[src/hw/rtl/mpfs_pkg.sv]
// package for the pwm fade scheduler: sizes, codes, shared types
// no dependencies
package mpfs_pkg;
   localparam int CHANNELS = 15;
   localparam int FRAMES = 2;
   localparam int PIN_W = 4;
   localparam int FRAME_W = (FRAMES > 1) ? $clog2(FRAMES) : 1;
   localparam logic [11:0] MAX_LEVEL = 12'hFFF;

   localparam logic [2:0] ACT_TICK  = 3'd0;
   localparam logic [2:0] ACT_ADD   = 3'd1;
   localparam logic [2:0] ACT_WRITE = 3'd2;
   localparam logic [2:0] ACT_LOCK  = 3'd3;
   localparam logic [2:0] ACT_QUERY = 3'd4;

   localparam logic KIND_PWM = 1'b0;
   localparam logic KIND_STATUS = 1'b1;

   // divider request and answer
   typedef struct packed {
      logic        start;
      logic [44:0] dividend;   // magnitude of elapsed*diff
      logic [15:0] divisor;
   } div_req_type;

   typedef struct packed {
      logic        done;
      logic [44:0] quotient;
      logic        rem_nz;
   } div_rsp_type;
endpackage

[src/hw/rtl/mpfs_divider.sv]
// restoring serial divider, one quotient bit per cycle
// depends on mpfs_pkg
module mpfs_divider (
   input  logic                 clock,
   input  logic                 reset,
   input  mpfs_pkg::div_req_type req,
   output mpfs_pkg::div_rsp_type rsp
);
   import mpfs_pkg::*;

   logic [44:0] quot_ff, quot_in;
   logic [16:0] rem_ff, rem_in;
   logic [15:0] dvs_ff, dvs_in;
   logic [5:0]  cnt_ff, cnt_in;
   logic        busy_ff, busy_in;
   logic        done_ff, done_in;
   logic [16:0] trial;

   always_comb begin
      quot_in = quot_ff;
      rem_in  = rem_ff;
      dvs_in  = dvs_ff;
      cnt_in  = cnt_ff;
      busy_in = busy_ff;
      done_in = 1'b0;
      trial   = {rem_ff[15:0], quot_ff[44]};
      if (req.start) begin
         quot_in = req.dividend;
         rem_in  = '0;
         dvs_in  = req.divisor;
         cnt_in  = 6'd45;
         busy_in = 1'b1;
      end else if (busy_ff) begin
         if (trial >= {1'b0, dvs_ff}) begin
            rem_in  = trial - {1'b0, dvs_ff};
            quot_in = {quot_ff[43:0], 1'b1};
         end else begin
            rem_in  = trial;
            quot_in = {quot_ff[43:0], 1'b0};
         end
         cnt_in = cnt_ff - 6'd1;
         if (cnt_ff == 6'd1) begin
            busy_in = 1'b0;
            done_in = 1'b1;
         end
      end
   end

   always_ff @(posedge clock) begin
      quot_ff <= quot_in;
      rem_ff  <= rem_in;
      dvs_ff  <= dvs_in;
      if (reset) begin
         cnt_ff  <= '0;
         busy_ff <= 1'b0;
         done_ff <= 1'b0;
      end else begin
         cnt_ff  <= cnt_in;
         busy_ff <= busy_in;
         done_ff <= done_in;
      end
   end

   assign rsp.done     = done_ff;
   assign rsp.quotient = quot_ff;
   assign rsp.rem_nz   = (rem_ff != '0);
endmodule

[src/hw/rtl/multichannel_pwm_fade_scheduler.sv]
// pwm fade scheduler top level: sequencer, channel and frame state
// depends on mpfs_pkg and mpfs_divider
// a status beat goes through S_STATUS and S_EMIT after accept; a write with a pwm update first
// passes S_WRITE and its own S_EMIT; one item at a time, next accept only back in S_IDLE
// tick: S_FRAME scans each frame, S_DIV per divide, S_WRITE per write, S_EMIT per pwm beat (held by stalls)
// synchronous active-high reset clears levels, locks, frame busy bits and the ms counter
module multichannel_pwm_fade_scheduler (
   input  logic        clock,
   input  logic        reset,
   input  logic        req_tvalid,
   output logic        req_tready,
   input  logic [55:0] req_tdata,  // action[2:0] pin_index[6:3] level[22:7] span_ms[38:23] delay_ms[54:39] lock_request[55]
   output logic        rsp_tvalid,
   input  logic        rsp_tready,
   output logic [23:0] rsp_tdata,  // out_pin[3:0] out_level[15:4] locked_flag[16] ok[17] zero fill
   output logic        rsp_tuser,  // kind
   output logic        rsp_tlast   // last
);
   import mpfs_pkg::*;

   typedef enum logic [6:0] {
      S_IDLE   = 7'b0000001,
      S_FRAME  = 7'b0000010,
      S_DIV    = 7'b0000100,
      S_WRITE  = 7'b0001000,
      S_STATUS = 7'b0010000,
      S_EMIT   = 7'b0100000,
      S_DONE   = 7'b1000000
   } state_type;

   state_type state_ff, state_in, ret_ff, ret_in;

   logic [11:0] lvl_ff [CHANNELS];
   logic [CHANNELS-1:0] lock_ff;
   logic [FRAMES-1:0]   busy_ff;
   logic [PIN_W-1:0]    fpin_ff  [FRAMES];
   logic [11:0]         fst_ff   [FRAMES];
   logic [15:0]         fend_ff  [FRAMES];
   logic [31:0]         ftime_ff [FRAMES];
   logic [15:0]         fspan_ff [FRAMES];
   logic [31:0]         now_ff;

   // latched request
   logic [2:0]  act_ff;
   logic [3:0]  pin_ff;
   logic [15:0] rlevel_ff;
   logic [15:0] rspan_ff;
   logic [15:0] rdelay_ff;
   logic        rlock_ff;

   logic [FRAME_W:0] fidx_ff;       // frame scan counter, can hold FRAMES
   logic              neg_ff;
   logic [15:0]       wval_ff;      // value to write in S_WRITE
   logic [PIN_W-1:0]  wpin_ff;
   logic              wfree_ff;     // free frame after the write

   // output beat register, only loaded while no beat is pending
   logic        ov_ff;
   logic [3:0]  opin_ff;
   logic [11:0] olvl_ff;
   logic        olk_ff, ook_ff, okind_ff, olast_ff;

   div_req_type dreq;
   div_rsp_type drsp;

   mpfs_divider u_div (.clock(clock), .reset(reset), .req(dreq), .rsp(drsp));

   logic [FRAME_W-1:0] fi;
   assign fi = fidx_ff[FRAME_W-1:0];

   // frame classification for current scan index
   logic [31:0] fin, elapsed;
   logic signed [16:0] diff;
   logic [16:0] dmag;
   logic [48:0] prod;
   always_comb begin
      fin     = ftime_ff[fi] + {16'd0, fspan_ff[fi]};
      elapsed = now_ff - ftime_ff[fi];
      diff    = $signed({1'b0, fend_ff[fi]}) - $signed({5'd0, fst_ff[fi]});
      dmag    = diff[16] ? 17'(-diff) : 17'(diff);
      prod    = 49'(elapsed * dmag[15:0]); // |diff| fits 16 bits
   end

   // signed interpolation result
   logic [45:0] qmag;
   logic signed [47:0] q;
   always_comb begin
      qmag = {1'b0, drsp.quotient} + {45'd0, neg_ff & drsp.rem_nz};
      q    = neg_ff ? -$signed({2'b0, qmag}) : $signed({2'b0, qmag});
      q    = q + $signed({36'd0, fst_ff[fi]});
   end

   logic pin_ok;
   assign pin_ok = ({1'b0, pin_ff} < 5'(CHANNELS));
   logic [PIN_W-1:0] pidx;
   assign pidx = pin_ff[PIN_W-1:0];

   logic [FRAME_W:0] free_idx;
   logic             have_free;
   always_comb begin
      free_idx  = '0;
      have_free = 1'b0;
      for (int f = FRAMES - 1; f >= 0; f--) begin
         if (!busy_ff[f]) begin
            free_idx  = (FRAME_W + 1)'(f);
            have_free = 1'b1;
         end
      end
   end

   assign req_tready = (state_ff == S_IDLE);
   assign rsp_tvalid = ov_ff;
   assign rsp_tdata  = {6'd0, ook_ff, olk_ff, olvl_ff, opin_ff};
   assign rsp_tuser  = okind_ff;
   assign rsp_tlast  = olast_ff;

   logic [11:0] sat;
   assign sat = (wval_ff > 16'(MAX_LEVEL)) ? MAX_LEVEL : wval_ff[11:0];

   always_comb begin
      state_in = state_ff;
      ret_in   = ret_ff;
      dreq.start    = 1'b0;
      dreq.dividend = {prod[44:0]};
      dreq.divisor  = fspan_ff[fi];
      unique case (state_ff)
         S_IDLE: if (req_tvalid) state_in = (req_tdata[2:0] == ACT_TICK) ? S_FRAME :
                                            (req_tdata[2:0] == ACT_WRITE) ? S_WRITE : S_STATUS;
         S_FRAME: begin
            if (fidx_ff == (FRAME_W + 1)'(FRAMES)) state_in = S_STATUS;
            else if (busy_ff[fi] && (now_ff > fin ||
                     (now_ff >= ftime_ff[fi] && fspan_ff[fi] == '0))) state_in = S_WRITE;
            else if (busy_ff[fi] && now_ff >= ftime_ff[fi]) begin
               dreq.start = 1'b1;
               state_in = S_DIV;
            end
         end
         S_DIV:    if (drsp.done) state_in = S_WRITE;
         S_WRITE: begin
            if (!lock_ff[wpin_ff] && {1'b0, wpin_ff} < 5'(CHANNELS)) begin
               state_in = S_EMIT;
               ret_in = (act_ff == ACT_TICK) ? S_FRAME : S_STATUS;
            end else state_in = (act_ff == ACT_TICK) ? S_FRAME : S_STATUS;
         end
         S_STATUS: begin
            state_in = S_EMIT;
            ret_in = S_DONE;
         end
         // leave only once the beat has been taken, so the beat register is free again
         S_EMIT:   if (ov_ff && rsp_tready) state_in = ret_ff;
         S_DONE:   state_in = S_IDLE;
         default:  state_in = S_IDLE;
      endcase
   end

   always_ff @(posedge clock) begin
      if (reset) begin
         state_ff <= S_IDLE;
         ret_ff   <= S_IDLE;
         ov_ff    <= 1'b0;
         lock_ff  <= '0;
         busy_ff  <= '0;
         now_ff   <= '0;
         fidx_ff  <= '0;
         for (int c = 0; c < CHANNELS; c++) lvl_ff[c] <= '0;
      end else begin
         state_ff <= state_in;
         ret_ff   <= ret_in;
         if (ov_ff && rsp_tready) ov_ff <= 1'b0;
         unique case (state_ff)
            S_IDLE: if (req_tvalid) begin
               act_ff    <= req_tdata[2:0];
               pin_ff    <= req_tdata[6:3];
               rlevel_ff <= req_tdata[22:7];
               rspan_ff  <= req_tdata[38:23];
               rdelay_ff <= req_tdata[54:39];
               rlock_ff  <= req_tdata[55];
               wval_ff   <= req_tdata[22:7];
               wpin_ff   <= req_tdata[PIN_W+2:3];
               wfree_ff  <= 1'b0;
               fidx_ff   <= '0;
               if (req_tdata[2:0] == ACT_TICK) now_ff <= now_ff + 32'd1;
            end
            S_FRAME: if (fidx_ff != (FRAME_W + 1)'(FRAMES)) begin
               wpin_ff  <= fpin_ff[fi];
               neg_ff   <= diff[16];
               if (busy_ff[fi] && (now_ff > fin ||
                   (now_ff >= ftime_ff[fi] && fspan_ff[fi] == '0))) begin
                  wval_ff  <= fend_ff[fi];
                  wfree_ff <= 1'b1;
               end else if (!(busy_ff[fi] && now_ff >= ftime_ff[fi]))
                  fidx_ff <= fidx_ff + (FRAME_W + 1)'(1);
            end
            S_DIV: if (drsp.done) begin
               wfree_ff <= 1'b0;
               wval_ff  <= q[47] ? 16'd0 : (q > 48'sd4095) ? 16'(MAX_LEVEL) : q[15:0];
            end
            S_WRITE: begin
               if (act_ff == ACT_TICK) begin
                  fidx_ff <= fidx_ff + (FRAME_W + 1)'(1);
                  if (wfree_ff) busy_ff[fi] <= 1'b0;
               end
               if (!lock_ff[wpin_ff] && {1'b0, wpin_ff} < 5'(CHANNELS)) begin
                  lvl_ff[wpin_ff] <= sat;
                  okind_ff <= KIND_PWM;
                  opin_ff  <= wpin_ff;
                  olvl_ff  <= sat;
                  olk_ff   <= 1'b0;
                  ook_ff   <= 1'b1;
                  olast_ff <= 1'b0;
               end
            end
            S_STATUS: begin
               okind_ff <= KIND_STATUS;
               olast_ff <= 1'b1;
               opin_ff  <= '0;
               olvl_ff  <= '0;
               olk_ff   <= 1'b0;
               ook_ff   <= 1'b0;
               if (act_ff == ACT_TICK) ook_ff <= 1'b1;
               else if (act_ff > ACT_QUERY) ook_ff <= 1'b0;
               else if (!pin_ok) opin_ff <= pin_ff;
               else begin
                  opin_ff <= pin_ff;
                  olvl_ff <= lvl_ff[pidx];
                  olk_ff  <= lock_ff[pidx];
                  ook_ff  <= 1'b1;
                  case (act_ff)
                     ACT_ADD: begin
                        ook_ff <= have_free;
                        if (have_free) begin
                           busy_ff[free_idx[FRAME_W-1:0]]  <= 1'b1;
                           fpin_ff[free_idx[FRAME_W-1:0]]  <= pidx;
                           fst_ff[free_idx[FRAME_W-1:0]]   <= lvl_ff[pidx];
                           fend_ff[free_idx[FRAME_W-1:0]]  <= rlevel_ff;
                           ftime_ff[free_idx[FRAME_W-1:0]] <= now_ff + {16'd0, rdelay_ff};
                           fspan_ff[free_idx[FRAME_W-1:0]] <= rspan_ff;
                        end
                     end
                     ACT_WRITE: ook_ff <= !lock_ff[pidx];
                     ACT_LOCK: begin
                        lock_ff[pidx] <= rlock_ff;
                        olk_ff <= rlock_ff;
                     end
                     default: ;
                  endcase
               end
            end
            // beat register is always empty on entry; raise valid once
            S_EMIT: if (!ov_ff) ov_ff <= 1'b1;
            default: ;
         endcase
      end
   end
endmodule

[config.mk]
export PLATFORM = sky130hd
export DESIGN_NAME = multichannel_pwm_fade_scheduler
export DESIGN_NICKNAME = d
export VERILOG_FILES = /design/src/hw/rtl/mpfs_pkg.sv /design/src/hw/rtl/mpfs_divider.sv /design/src/hw/rtl/multichannel_pwm_fade_scheduler.sv
export SDC_FILE = /design/constraint.sdc
export NUM_CORES = 2
export LEC_CHECK = 0
export ABC_CLOCK_PERIOD_IN_PS = 20900
export BUFFER_PORTS_ARGS = -buffer_cell sky130_fd_sc_hd__buf_4
export CAP_MARGIN = 20
export CORE_MARGIN = 2
export CORE_UTILIZATION = 30
export DETAILED_ROUTE_END_ITERATION = 10
export GPL_ROUTABILITY_DRIVEN = 0
export PLACE_DENSITY_LB_ADDON = 0.08
export SLEW_MARGIN = 40
export SYNTH_ARGS = -nofsm -noshare
export SYNTH_HDL_FRONTEND = slang
export SYNTH_SLANG_ARGS = --single-unit
[constraint.sdc]
create_clock -name clock -period 20.9 [get_ports clock]
set_input_delay 3.135 -clock clock [delete_from_list [all_inputs] [get_ports clock]]
set_output_delay 3.135 -clock clock [all_outputs]
set_load 0.05 [all_outputs]
* Word level (Yosys, flattened, before mapping) *
Memory sizes are Yosys's and may differ from the RTL's. A register that Yosys moved wholly into a read port is not among the register bits.
Cells that the tools add are included.

storage, ports and cells
  register bits = 249
  bits in latches = 0
  memory bits (writable) = 340
  ROM bits = 0
  input bits = 60
  word-level logic and storage cells = 263
  memories kept = 6

operators by class
  add/subtract/negate cells = 12
  multipliers = 1
  divide/modulo/power cells = 0
  $lt $le $gt $ge = 15
  eq/ne operators = 29
  shift-type cells = 0
  multiplexer cells = 129
  bitwise gates (word level) = 8
  reduce and logical (&&, ||, !) cells = 34

memories
  memory    words  width  rd ports  clocked after Yosys merged registers in  write ports  RTL line                               RTL
  lvl_ff    15     12     1         1                                        15           multichannel_pwm_fade_scheduler.sv:33  logic [11:0] lvl_ff [CHANNELS];
  ftime_ff  2      32     1         1                                        1            multichannel_pwm_fade_scheduler.sv:39  logic [31:0] ftime_ff [FRAMES];
  fend_ff   2      16     1         1                                        1            multichannel_pwm_fade_scheduler.sv:38  logic [15:0] fend_ff [FRAMES];
  fspan_ff  2      16     1         1                                        1            multichannel_pwm_fade_scheduler.sv:40  logic [15:0] fspan_ff [FRAMES];
  fst_ff    2      12     1         1                                        1            multichannel_pwm_fade_scheduler.sv:37  logic [11:0] fst_ff [FRAMES];
  fpin_ff   2      4      1         1                                        1            multichannel_pwm_fade_scheduler.sv:36  logic [PIN_W-1:0] fpin_ff [FRAMES];

operator list
  operator               number
  $mux 16                7
  $mux 45                2
  $mux 12                6
  $add 32x16->32         2
  $mux 1                 61
  $mux 7                 7
  $add 48x13->48         1
  $gt 48x13->1 const B   1
  $mux 48                1
  $neg 46->48            1
  $pmux 16 s3            1
  $add 45x1->46          1
  $mul 32x16->45         1
  $pmux 7 s6             1
  $add 32x1->32 const B  1
  $ge 32x32->1           1
  $gt 32x32->1           1
  $sub 32x32->32         1
  $ne 2x2->1 const B     15
  $mux 4                 7
  $mux 2                 12
  $pmux 12 s2            1
  $mux 6                 3
  $ge 17x16->1           1
  other kinds (58)       92

* Depth between registers and ports, before layout *
  word-level depth = 13
  gate-level depth with buffers = 50
  mapped depth without buffers = 43

* By module *
From an unflattened synthesis, not the netlist that was laid out.

second synthesis, totals
  cells, all modules = 4,958
  area total of the unflattened synthesis = 50,195.6 µm²

modules (own cells, without submodules)
  module                           times used  cells each  area each (µm²)  seq. area each (µm²)
  multichannel_pwm_fade_scheduler  1           4,570       45,705.1         14,844.2
  mpfs_divider                     1           388         4,490.6          2,332.2

* Least setup slack after synthesis *
No wires, ideal clock.

  kind = register to register
  start point = reg with a tool-made name
  end point = reg u_div.quot_ff[42], data pin
  data arrival time = 12.665 ns
  slack = 7.975 ns
  stages on the path, launching flop included = 47
  buffers on the path = 8
  cell sequence = dfxtp_1 -> clkbuf_1 -> clkbuf_1 -> buf_1 -> clkbuf_1 -> clkbuf_1 -> clkbuf_1 -> mux2i_1 -> fa_1 -> a21o_1 -> a21oi_1 -> o21ai_0 -> a21oi_1 -> o21ai_0 -> a211oi_1 -> o21bai_1 -> and2_1 -> or3_1 -> [... 11 more ...] -> fa_1 -> fa_1 -> inv_1 -> fa_1 -> inv_1 -> ha_1 -> o21ai_0 -> a21o_1 -> o2111ai_1 -> a31oi_1 -> o21a_1 -> o311ai_0 -> nand4_1 -> a311oi_1 -> nor3_1 -> o41ai_1 -> xor2_1 -> mux2_2

RTL lines
  element                 RTL line            RTL
  end signal: assignment  mpfs_divider.sv:50  quot_ff <= quot_in;
  end: declaration        mpfs_divider.sv:11  logic [44:0] quot_ff, quot_in;

==> flow_summary_export.csv <==
group,metric,value,unit
cts,cts_tree,"built",
detailed_routing,route.detailed.drc,0,
sta,finalSetupTns,0,ns
final_layout,fin_cells,7341,
floorplanning,die_x,413.7,um
place,dp.cells,7199,
synth,syn_area_per_cell,9.966,um2
pwr,leakage,23.31,nW
synth,syn_area,0.05035,mm2
detailed_routing,antenna_left,0,
synth,yosys.area.top_type,"edfxtp_1",
sta,fin_crit_sh,0.5995,
worst_setup_path,cpPeakStageDelay,0.66,ns
synth,ys.flop_type,"edfxtp_1",
sta,tightest_slew,0.8454,ns
cts,cts_buffers,74,
cts,cts-root-buf,"clkbuf_16",
cts,post-cts-setup-buffers,0,
synth,ys_top_cells_by_area,"edfxtp_1 30%, fa_1 17%, ha_1 6.2%",
synth,synth-seq-cells,603,
cts,clk_pin_slew,0.06,ns
sta,finalSetupViolCount,0,
sta,period_needed,12.53,ns
global_route,grt_pass1_wl,243900,um
detailed_routing,dr_total_vias,36310,
pwr,p_per_area,107.0,mW/mm2
cts,cts_hold_buf,0,
detailed_routing,drt-total-wl,160400,um
synth,synth.top_cell.area_share,0.3042,
cts,clockBufferDepth,3,
synth,synth_cell_type_count,95,
floorplanning,core-area,0.1668,mm2
detailed_routing,wl_per_cell,21.84,um
hold_path,min_path_type,"flip-flop to flip-flop",
synth,synthesis.instances,5052,
place,io_buffers,81,
sta,clock_skew,0.07775,ns
synth,synthArstFlopShare,0,
floorplanning,start_util,0.3018,
synth,seq_area_frac_synth,0.3412,
global_route,grt_max_degree,65,
global_route,overflow,0,
worst_setup_path,crit_arrival,12.91,ns
detailed_routing,firstDrtPassIters,6,
cts,cts.htree.levels,3,
synth,yosys_warnings,0,
cts,cts.sinks,603,
global_route,antenna_found_initial,13,
detailed_routing,viasPerCell,4.947,
final_layout,fin_nets,5803,
job,drv_cap,0,
final_layout,synthToLayoutAreaGrowth,12.12,%
detailed_routing,drtIter0Drc,2123,
global_route,grt_use_total,0.1896,
sta,finalMaxSlewViolations,0,
cts,cts_resized,0,
synth,synth-edff-count,510,
synth,yosysMostFrequentCell,"inv_1",
hold_path,hold_depth,2,
floorplanning,die_h,413.7,um
final_layout,drive_gt1_frac,0.1007,
cts,insertion_delay,0.70,ns
worst_setup_path,path_class,"flip-flop to flip-flop",
worst_setup_path,cp_data_required_time,21.28,ns
place,place_hpwl,121300,um
floorplanning,dieArea,0.1711,mm2
outcome,outcome,"complete, no violations",
sta,rsz0062_at_grt,"false",
worst_setup_path,ff2ff_path_depth,41,
worst_setup_path,cpMaxStageDelayCell,"dfxtp_4",
floorplanning,ioPinCount,88,
sta,hold_violations,0,
sta,fmaxAchievable,0.07981,GHz
floorplanning,rows,150,
worst_setup_path,crit_path_frequent_cell,"fa_1",
synth,synthTopCellsByCount,"635 x inv_1, 552 x nand2_1, 510 x edfxtp_1",
worst_setup_path,end_kind,"flip-flop",
sta,slew_headroom,0.4219,
worst_setup_path,cp-start-kind,"flip-flop",
pwr,ir_drop,0.1365,mV
global_route,grt_pass1_vias,37440,
worst_setup_path,worstPathMaxFanout,32,
[sequential cells by signal, indices dropped and copies added (netlist names), 16 cells and up, named ones only]
name and count:
lvl_ff 192, ftime_ff 64, u_div.quot_ff 45, fend_ff 32, fspan_ff 32, now_ff 32, fst_ff 24, u_div.rem_ff 17
rdelay_ff 16, rlevel_ff 16, rspan_ff 16, u_div.dvs_ff 16, wval_ff 16
[worst paths after layout]
| kind | from | endpoint | slack (ns) |
|---|---|---|---|
| setup / recovery | flip-flop | u_div.quot_ff[42] | 8.37 |
| hold / removal | ret_ff[6] | state_ff[6] | 0.37 |
| setup reg to reg | flip-flop | u_div.quot_ff[42] | 8.37 |
| hold reg to reg | ret_ff[6] | state_ff[6] | 0.37 |
[per-stage QoR]
step | instance area [um2] | setup slack, ns | hold WS (ns) | util | total power [mW]
after floorplan | 50410 | 7.975 | 0.4101 | - | 3.615
after global placement | 53690 | 8.371 | 0.4240 | 0.3218 | 4.830
after detailed placement | 53790 | 8.405 | 0.4230 | 0.3224 | 4.812
after CTS | 56380 | 8.333 | 0.3721 | 0.3379 | 6.217
after global routing | 56440 | 7.432 | 0.4103 | 0.3383 | 6.575
final | 56450 | 8.371 | 0.3669 | 0.3383 | 6.040
[report_power, final]
part	total [mW]	switching [mW]	internal [mW]	leakage, nW
sequential	1.38	0.0352	1.35	5.55
combinational	3.29	2.04	1.25	16.5
clock	1.36	0.561	0.800	1.26
[placed cells by master (no fill, tap or decap), drive strengths merged, types with 110 or more instances in the layout]
master	Yosys	layout
xnor2	176	176
inv	635	641
a21oi	180	180
nor2	478	478
o21ai	147	147
ha	249	249
nand2	552	552
fa	422	422
buf	44	172
xor2	110	110
edfxtp	510	510
[per-layer routing]
layer / vias up / GRT usage / share of wire
met3: 122 / 0.02214 / 0.035
met5: - / 0 / 0.00028
li1: 17180 / - / -
met1: 18410 / 0.2757 / 0.49
met2: 590 / 0.3050 / 0.46
met4: 8 / 0.03392 / 0.014
[worst max-delay path, delay by kind of cell (launching register included)]
| kind | cells | cell delay, ns |
|---|---|---|
| compound gates | 17 | 4.73 |
| fa+ha+maj | 9 | 3.71 |
| simple gates | 6 | 1.58 |
| flops | 1 | 0.66 |
| buf+inv | 5 | 0.63 |
| mux | 2 | 0.59 |
| xor+xnor | 2 | 0.27 |
[logic make-up (layout without fill, tap and decap cells)]
logic type      after synthesis  after routing  synth area share
flops                       603            603            0.3412
buf+inv                     881            945           0.06725
compound gates              694            694           0.09043
mux                         221            221           0.06255
simple gates               1695           1695            0.1591
xor+xnor                    286            286           0.04975
fa+ha+maj                   671            671            0.2297
other cells                   1             22        0.00007448
[final cells by class]
| type | count | area [um2] |
|---|---|---|
| inverter | 636 | 2387 |
| timing repair buffer | 172 | 1328 |
| antenna | 4 | 10.01 |
| sequential | 603 | 17190 |
| multi-input combinational | 3585 | 30190 |
| clock buffer | 89 | 1938 |
| clock inverter | 48 | 653.1 |
| tap | 2204 | 2758 |
| fill | 16960 | 110400 |
(Power assumes the default switching activity.)
